--- src/design/cnp_pkg.sv ---
// Package for the lexicographic next/previous combination block.
// Holds widths, codes and the per-lane flag type. No dependencies.
`timescale 1ns / 1ps

package cnp_pkg;

	localparam int FIELD_COUNT      = 8;
	localparam int MAX_ELEMENTS_DEF = 8;
	localparam int POS_W            = 8;
	localparam int W_W              = 9;
	localparam int N_W              = 4;
	localparam int IDX_W            = 3;
	localparam int CFG_IDX_W        = 1;

	// Largest usable number of positions.
	localparam logic [W_W-1:0] W_LIMIT = 9'd256;

	localparam logic [W_W-1:0] NUM_STATES_RST    = 9'd16;
	localparam logic [N_W-1:0] NUM_PARTICLES_RST = 4'd4;

	localparam logic [CFG_IDX_W-1:0] REG_NUM_STATES    = 1'b0;
	localparam logic [CFG_IDX_W-1:0] REG_NUM_PARTICLES = 1'b1;

	typedef logic [POS_W-1:0] pos_t;
	typedef logic [IDX_W-1:0] idx_t;

	typedef enum logic {
		OP_NEXT = 1'b0,
		OP_PREV = 1'b1
	} opcode_t;

	// What one lane reports about its element.
	typedef struct packed {
		logic fit;  // element can advance with room for all later ones
		logic brk;  // element does not follow its predecessor directly
	} lane_flags_t;

endpackage

--- src/design/cnp_lane.sv ---
// One element lane: tests whether the element has room to advance and
// whether it breaks the consecutive run. Depends on cnp_pkg.
`timescale 1ns / 1ps

module cnp_lane import cnp_pkg::*; #(
	parameter int IDX = 0
) (
	input  pos_t             p_cur,
	input  pos_t             p_lo,
	input  logic [W_W-1:0]   w,
	input  logic [N_W-1:0]   n,
	output lane_flags_t      flags
);

	logic            active;
	logic [W_W:0]    need;

	always_comb begin
		active = N_W'(IDX) < n;
		// Element plus all later ones must stay at or below w-1.
		need = {2'b00, p_cur} + {6'd0, n} + 10'd1 - 10'(IDX);
		flags.fit = active && (need <= {1'b0, w});
		if (IDX == 0) begin
			flags.brk = 1'b0;
		end else begin
			flags.brk = active && (({1'b0, p_lo} + 9'd1) != {1'b0, p_cur});
		end
	end

endmodule

--- src/design/cnp_merge.sv ---
// Merging stage: picks the pivot element from the lane flags and forms
// the new combination. Depends on cnp_pkg.
`timescale 1ns / 1ps

module cnp_merge import cnp_pkg::*; (
	input  opcode_t                  op,
	input  pos_t                     pos   [FIELD_COUNT],
	input  lane_flags_t              flags [FIELD_COUNT],
	input  logic [W_W-1:0]           w,
	input  logic [N_W-1:0]           n,
	output logic                     found,
	output pos_t                     res   [FIELD_COUNT]
);

	logic nxt_hit;
	idx_t nxt_idx;
	idx_t prv_idx;
	pos_t nxt_base;
	pos_t prv_base;

	always_comb begin
		nxt_hit = 1'b0;
		nxt_idx = '0;
		prv_idx = '0;
		// Ascending scan, so the highest flagged lane wins.
		for (int k = 0; k < FIELD_COUNT; k++) begin
			if (flags[k].fit) begin
				nxt_hit = 1'b1;
				nxt_idx = IDX_W'(k);
			end
			if (flags[k].brk) begin
				prv_idx = IDX_W'(k);
			end
		end
		nxt_base = pos[nxt_idx];
		prv_base = pos[prv_idx];

		if (op == OP_NEXT) begin
			found = nxt_hit;
		end else begin
			found = (n != '0) && !((prv_idx == '0) && (pos[0] == '0));
		end

		for (int j = 0; j < FIELD_COUNT; j++) begin
			res[j] = pos[j];
			if (found && (N_W'(j) < n)) begin
				if (op == OP_NEXT) begin
					if (IDX_W'(j) >= nxt_idx) begin
						res[j] = nxt_base + POS_W'(j) - POS_W'(nxt_idx) + 8'd1;
					end
				end else begin
					if (IDX_W'(j) == prv_idx) begin
						res[j] = prv_base - 8'd1;
					end else if (IDX_W'(j) > prv_idx) begin
						// Later elements take the highest positions.
						res[j] = w[POS_W-1:0] - POS_W'(n) + POS_W'(j);
					end
				end
			end
		end
	end

endmodule

--- src/design/combination_next_previous.sv ---
// Pipeline: an accepted input transaction is registered in stage one, and its result in stage two.
// Throughput: one transaction per cycle while out_ready is high; eight element lanes run side by
// side in the first stage and the merging stage selects the pivot in the second.
// Reset clears both pipeline valid flags and loads num_states = 16 and
// num_particles = 4; no clearing pass is needed.
`timescale 1ns / 1ps

module combination_next_previous import cnp_pkg::*; #(
	parameter int MAX_ELEMENTS = MAX_ELEMENTS_DEF
) (
	input  logic                 clk,
	input  logic                 arst_n,
	input  logic                 cfg_valid,
	output logic                 cfg_ready,
	input  logic [CFG_IDX_W-1:0] cfg_index,
	input  logic [W_W-1:0]       cfg_data,
	input  logic                 in_valid,
	output logic                 in_ready,
	input  logic                 opcode,
	input  pos_t                 in_pos_0,
	input  pos_t                 in_pos_1,
	input  pos_t                 in_pos_2,
	input  pos_t                 in_pos_3,
	input  pos_t                 in_pos_4,
	input  pos_t                 in_pos_5,
	input  pos_t                 in_pos_6,
	input  pos_t                 in_pos_7,
	output logic                 out_valid,
	input  logic                 out_ready,
	output logic                 found,
	output pos_t                 out_pos_0,
	output pos_t                 out_pos_1,
	output pos_t                 out_pos_2,
	output pos_t                 out_pos_3,
	output pos_t                 out_pos_4,
	output pos_t                 out_pos_5,
	output pos_t                 out_pos_6,
	output pos_t                 out_pos_7
);

	logic [W_W-1:0] num_states_q;
	logic [N_W-1:0] num_particles_q;
	logic [W_W-1:0] w_eff;
	logic [N_W-1:0] n_eff;

	pos_t        in_pos   [FIELD_COUNT];
	lane_flags_t lane_fl  [FIELD_COUNT];

	logic        valid_s1;
	opcode_t     op_s1;
	pos_t        pos_s1   [FIELD_COUNT];
	lane_flags_t flags_s1 [FIELD_COUNT];
	logic [W_W-1:0] w_s1;
	logic [N_W-1:0] n_s1;

	logic        mrg_found;
	pos_t        mrg_res  [FIELD_COUNT];

	logic        valid_s2;
	logic        found_s2;
	pos_t        pos_s2   [FIELD_COUNT];

	logic        s1_en;
	logic        s2_en;

	assign cfg_ready = 1'b1;

	always_ff @(posedge clk or negedge arst_n) begin
		if (!arst_n) begin
			num_states_q    <= NUM_STATES_RST;
			num_particles_q <= NUM_PARTICLES_RST;
		end else if (cfg_valid && cfg_ready) begin
			case (cfg_index)
				REG_NUM_STATES:    num_states_q    <= cfg_data;
				REG_NUM_PARTICLES: num_particles_q <= cfg_data[N_W-1:0];
				default: ;
			endcase
		end
	end

	assign w_eff = (num_states_q > W_LIMIT) ? W_LIMIT : num_states_q;
	assign n_eff = (num_particles_q > N_W'(MAX_ELEMENTS)) ? N_W'(MAX_ELEMENTS)
		: num_particles_q;

	assign in_pos[0] = in_pos_0;
	assign in_pos[1] = in_pos_1;
	assign in_pos[2] = in_pos_2;
	assign in_pos[3] = in_pos_3;
	assign in_pos[4] = in_pos_4;
	assign in_pos[5] = in_pos_5;
	assign in_pos[6] = in_pos_6;
	assign in_pos[7] = in_pos_7;

	for (genvar g = 0; g < FIELD_COUNT; g++) begin : g_lane
		cnp_lane #(.IDX(g)) u_lane (
			.p_cur (in_pos[g]),
			.p_lo  (in_pos[(g == 0) ? 0 : g - 1]),
			.w     (w_eff),
			.n     (n_eff),
			.flags (lane_fl[g])
		);
	end

	// Each stage moves on when the stage after it is empty or draining.
	assign s2_en    = !valid_s2 || out_ready;
	assign s1_en    = !valid_s1 || s2_en;
	assign in_ready = s1_en;

	always_ff @(posedge clk or negedge arst_n) begin
		if (!arst_n) begin
			valid_s1 <= 1'b0;
			valid_s2 <= 1'b0;
		end else begin
			if (s1_en) begin
				valid_s1 <= in_valid;
			end
			if (s2_en) begin
				valid_s2 <= valid_s1;
			end
		end
	end

	always_ff @(posedge clk) begin
		if (s1_en && in_valid) begin
			op_s1    <= opcode_t'(opcode);
			pos_s1   <= in_pos;
			flags_s1 <= lane_fl;
			w_s1     <= w_eff;
			n_s1     <= n_eff;
		end
	end

	cnp_merge u_merge (
		.op    (op_s1),
		.pos   (pos_s1),
		.flags (flags_s1),
		.w     (w_s1),
		.n     (n_s1),
		.found (mrg_found),
		.res   (mrg_res)
	);

	always_ff @(posedge clk) begin
		if (s2_en && valid_s1) begin
			found_s2 <= mrg_found;
			pos_s2   <= mrg_res;
		end
	end

	assign out_valid = valid_s2;
	assign found     = found_s2;
	assign out_pos_0 = pos_s2[0];
	assign out_pos_1 = pos_s2[1];
	assign out_pos_2 = pos_s2[2];
	assign out_pos_3 = pos_s2[3];
	assign out_pos_4 = pos_s2[4];
	assign out_pos_5 = pos_s2[5];
	assign out_pos_6 = pos_s2[6];
	assign out_pos_7 = pos_s2[7];

endmodule

--- config.mk ---
export PLATFORM = sky130hd
export DESIGN_NAME = combination_next_previous
export DESIGN_NICKNAME = d
export VERILOG_FILES = /design/src/design/cnp_pkg.sv /design/src/design/cnp_lane.sv /design/src/design/cnp_merge.sv /design/src/design/combination_next_previous.sv
export SDC_FILE = /design/constraint.sdc
export NUM_CORES = 1
export LEC_CHECK = 0
export BUFFER_PORTS_ARGS = -buffer_cell sky130_fd_sc_hd__buf_2
export CORE_UTILIZATION = 50
export DETAILED_ROUTE_END_ITERATION = 7
export PLACE_DENSITY_LB_ADDON = 0.05
export RECOVER_POWER = 100
export SYNTH_ARGS = -nofsm -noshare
export SYNTH_HDL_FRONTEND = slang
export SYNTH_SLANG_ARGS = --single-unit
--- constraint.sdc ---
create_clock -name clk -period 4.2 [get_ports clk]
set_input_delay 0.21 -clock clk [delete_from_list [all_inputs] [get_ports clk]]
set_output_delay 0.21 -clock clk [all_outputs]
set_load 0.01 [all_outputs]
==> impl_metrics.py <==
metrics = {
    "outcome": {
        "status": "finished with violations",
        "violations": "max-capacitance violations, max-slew violations",
    },
    "timing": {
        "hold_violations": 0,
        "max_freq_mhz": 246.5,
        "period_needed_ps": 4057,
        "maxSlewHeadroom": -0.8828,
        "holdWs_ps": 14.55,
        "fin_crit_sh": 0.9660,
        "worst_slack_ps": 142.8,
        "tightest_slew_ps": 2824,
        "slew_viol_final": 102,
        "setup_viol": 0,
        "skew_ps": 14.06,
        "tns_ps": 0,
        "rsz0062_at_grt": "yes",
    },
    "finish": {
        "area_growth_pct": 17.27,
        "regArea_um2": 5094,
        "utilization": 0.6027,
        "multi_input_area_um2": 11660,
        "fillers": 3094,
        "nets": 2514,
        "drive_gt1_frac": 0.1392,
    },
    "critical_path": {
        "worstSetupStartpointType": "flop",
        "critPathCaptureType": "flop",
        "crit_path_cell_trace": "or2_2 -> o21a_1 -> inv_1 -> buf_4 -> mux4_2 -> o211ai_1 -> buf_4 -> inv_1 -> ha_1 -> nor2b_2 -> nand3_1 -> buf_4 -> o21ai_1 -> buf_4 -> xnor2_1 -> o22ai_1 -> o2bb2ai_1",
        "worstPathArrival_ps": 4270,
        "slowest_delay_ps": 430,
        "cp_max_fo": 5,
        "r2r_end": "out_pos_2[7]",
        "r2r_slack_ps": 140,
        "crit_start": "flags_s1[7]",
        "r2r-start": "flags_s1[7]",
        "cp.required_ps": 4410,
        "worstSetupPathType": "reg -> reg",
        "slowest_stage": "edfxtp_1",
        "worstSetupEndpoint": "out_pos_2[7]",
        "timing.critical_path.mode_cell": "buf_4",
        "reg2reg_depth": 17,
    },
    "routing": {
        "met2WireLength_um": 31410,
        "wl_per_cell_um": 25.64,
        "initialDrtViolationCount": 1755,
        "num_vias": 17520,
        "drt-pass1-iter-count": 7,
        "dr_wl_met3_um": 5990,
        "wl_um": 69920,
        "drt-met1-wl_um": 27760,
        "post_drt_via_cell_ratio": 6.424,
        "topRoutingLayerUsed": "met4",
        "drc": 0,
        "antenna_left": 0,
    },
    "floorplan": {
        "fp.dieH_um": 188.6,
        "dieArea_um2": 35560,
        "start_util": 0.5139,
        "ios": 148,
        "num_rows": 67,
        "core_area_um2": 33870,
        "die_w_um": 188.6,
    },
    "placement": {
        "gp_congestion": 1.066,
        "portBuffers": 146,
        "dp_hpwl_um": 55720,
        "pre_cts_ws_ps": -52.82,
    },
    "cts": {
        "clk_pin_slew_ps": 70,
        "cts_root_buffer": "clkbuf_16",
        "cts_tree": "built",
        "clock_sinks": 172,
        "cts_buffer_depth": 2,
        "cts_made_buffers": 17,
        "clock_tree.htree_level_count": 4,
        "clkLatencyLatePin_ps": 470,
    },
    "synthesis": {
        "seq_area_frac_synth": 0.2926,
        "avgSynthCellArea_um2": 8.711,
        "yosysWarnings": 0,
        "synth_flop_cell": "edfxtp_1",
        "synth_fp_nets": 2247,
        "async_flop_share": 0.08721,
        "yosysUniqueCellTypes": 94,
        "syn_area_um2": 17410,
        "synth_seq_cells": 172,
        "synth_edf_count": 157,
        "synthCells": 1998,
    },
    "global_routing": {
        "grt_overflow": 0,
        "first_global_vias": 16720,
        "grt_start_max_net_pins": 61,
        "grt_pass1_wl_um": 104200,
        "grt_antenna_before_repair": 0,
        "grt_usage": 0.3949,
    },
    "flow_run": {
        "cap_violations": 2,
    },
    "power": {
        "powerDensity_nw_per_um2": 507.2,
        "irDropWorstVdd_mv": 0.3437,
        "power_leakage_uw": 0.008013,
    },
    "worst_hold_path": {
        "min_path_type": "in -> reg",
    },
}
## placed cells by master (no fill, tap or decap), types with 14 or more instances in the layout
| cell | n |
|---|---|
| a211oi_1 | 32 |
| a21o_1 | 35 |
| a21oi_1 | 181 |
| a31oi_1 | 45 |
| buf_2 | 14 |
| buf_4 | 167 |
| clkbuf_1 | 143 |
| clkbuf_16 | 17 |
| edfxtp_1 | 157 |
| ha_1 | 148 |
| inv_1 | 95 |
| mux2_2 | 15 |
| mux2i_1 | 19 |
| nand2_1 | 140 |
| nand2b_1 | 20 |
| nand3_1 | 68 |
| nand4_1 | 21 |
| nor2_1 | 147 |
| nor2b_1 | 33 |
| nor3_1 | 43 |
| o211ai_1 | 14 |
| o21a_1 | 25 |
| o21ai_0 | 109 |
| o22ai_1 | 39 |
| or3_1 | 19 |
| xnor2_1 | 140 |
| xor2_1 | 77 |
## synth_stat cells, drive strengths merged, types with 15 or more instances
master  count  area [um2]
o21ai     120       604.3
nand2     144       548.0
nand4      21       131.4
mux2i      19       190.2
nor2b      35       219.0
clkbuf     72       270.3
mux2       15       168.9
nand2b     22       137.6
ha        152        1902
o22ai      39       244.0
fa         17       340.3
xnor2     143        1260
a21o       35       262.8
buf        22       120.1
inv       103       386.6
a211oi     35       272.8
xor2       78       690.7
edfxtp    157        4715
a31oi      46       294.0
or3        20       130.1
nor2      151       571.8
a21oi     192       975.9
nand3      68       340.3
o21a       25       187.7
nor3       43       215.2
## what timing repair did
item | in CTS | in global routing
hold buffers | 13 | 0
pin swaps | 0 | 9
endpoints found under the hold margin | 30 | 0
endpoints found under the setup margin | 5 | 28
gates resized for setup | 1 | 39
setup buffers | 0 | 9
## critical path: cells and delay by family (launching register included)
| kind | cells | cell delay [ps] |
|---|---|---|
| adders and majority gates | 1 | 330 |
| buffers and inverters | 6 | 900 |
| muxes | 1 | 300 |
| xor gates and xnor gates | 1 | 160 |
| AOI/OAI and AO/OA | 5 | 980 |
| DFF | 1 | 430 |
| and+or+nand+nor | 3 | 690 |
## where the power goes
part,internal (uW),leakage (uW),switching (uW)
clock,992,0.000296,708
sequential,2120,0.00168,162
combinational,2600,0.00604,3770
total,5720,0.00801,4640
## cell families (layout without fill, tap and decap cells)
group                      count (synthesis)  count (layout)  share of synthesized area
other                                      1               2                  0.0002154
buffers and inverters                    202             482                    0.04572
AOI/OAI and AO/OA                        631             631                     0.2344
adders and majority gates                169             169                     0.1288
xor gates and xnor gates                 221             221                     0.1121
muxes                                     42              42                    0.03098
and+or+nand+nor                          560             560                     0.1552
DFF                                      172             172                     0.2926
## worst min-delay path by stage
stage,cells past startpoint,slack (ps),start,end
3_3_place_gp,1,120,arst_n,num_states_q[2]
5_1_grt,2,10,cfg_data[0],num_particles_q[0]
4_1_cts,2,4,cfg_data[0],num_particles_q[0]
2_1_floorplan,0,-90,arst_n,num_particles_q[0]
6_report,2,10,cfg_data[0],num_particles_q[0]
3_5_place_dp,1,130,arst_n,num_states_q[2]
## stage by stage
stage | power (uW) | instance area, um2 | cells
global route | 10860 | 20410 | 2726
finish | 10350 | 20410 | 2727
floorplan | 5982 | 17430 | 1998
global placement | 8274 | 19660 | 2672
CTS | 10090 | 20410 | 2717
detailed placement | 8345 | 19660 | 2672
## area by class of cell
| cell class | instances | share of cell area |
|---|---|---|
| repair buffers | 342 | 0.1005 |
| flip-flops and latches | 172 | 0.2495 |
| diodes | 1 | 0.0001226 |
| clock buffers | 17 | 0.02084 |
| well taps | 448 | 0.02746 |
| multi-input cells | 1624 | 0.5715 |
| clock inverters | 15 | 0.009562 |
| inverters | 108 | 0.02047 |
## sequential cells by signal, indices dropped and copies added, names as in the netlist, 4 cells and up
register / cells
out_pos_5: 8
pos_s1: 64
out_pos_1: 8
n_s1: 4
num_particles_q: 4
out_pos_2: 8
out_pos_6: 8
out_pos_7: 8
flags_s1: 15
num_states_q: 9
out_pos_3: 8
w_s1: 8
out_pos_0: 8
out_pos_4: 8
## per-layer routing
metal,track usage,vias up
li1,-,7959
met1,0.5117,8281
met2,0.6219,1024
met3,0.05960,253
met4,0.2388,0
met5,0,-
(Power assumes the default switching activity.)
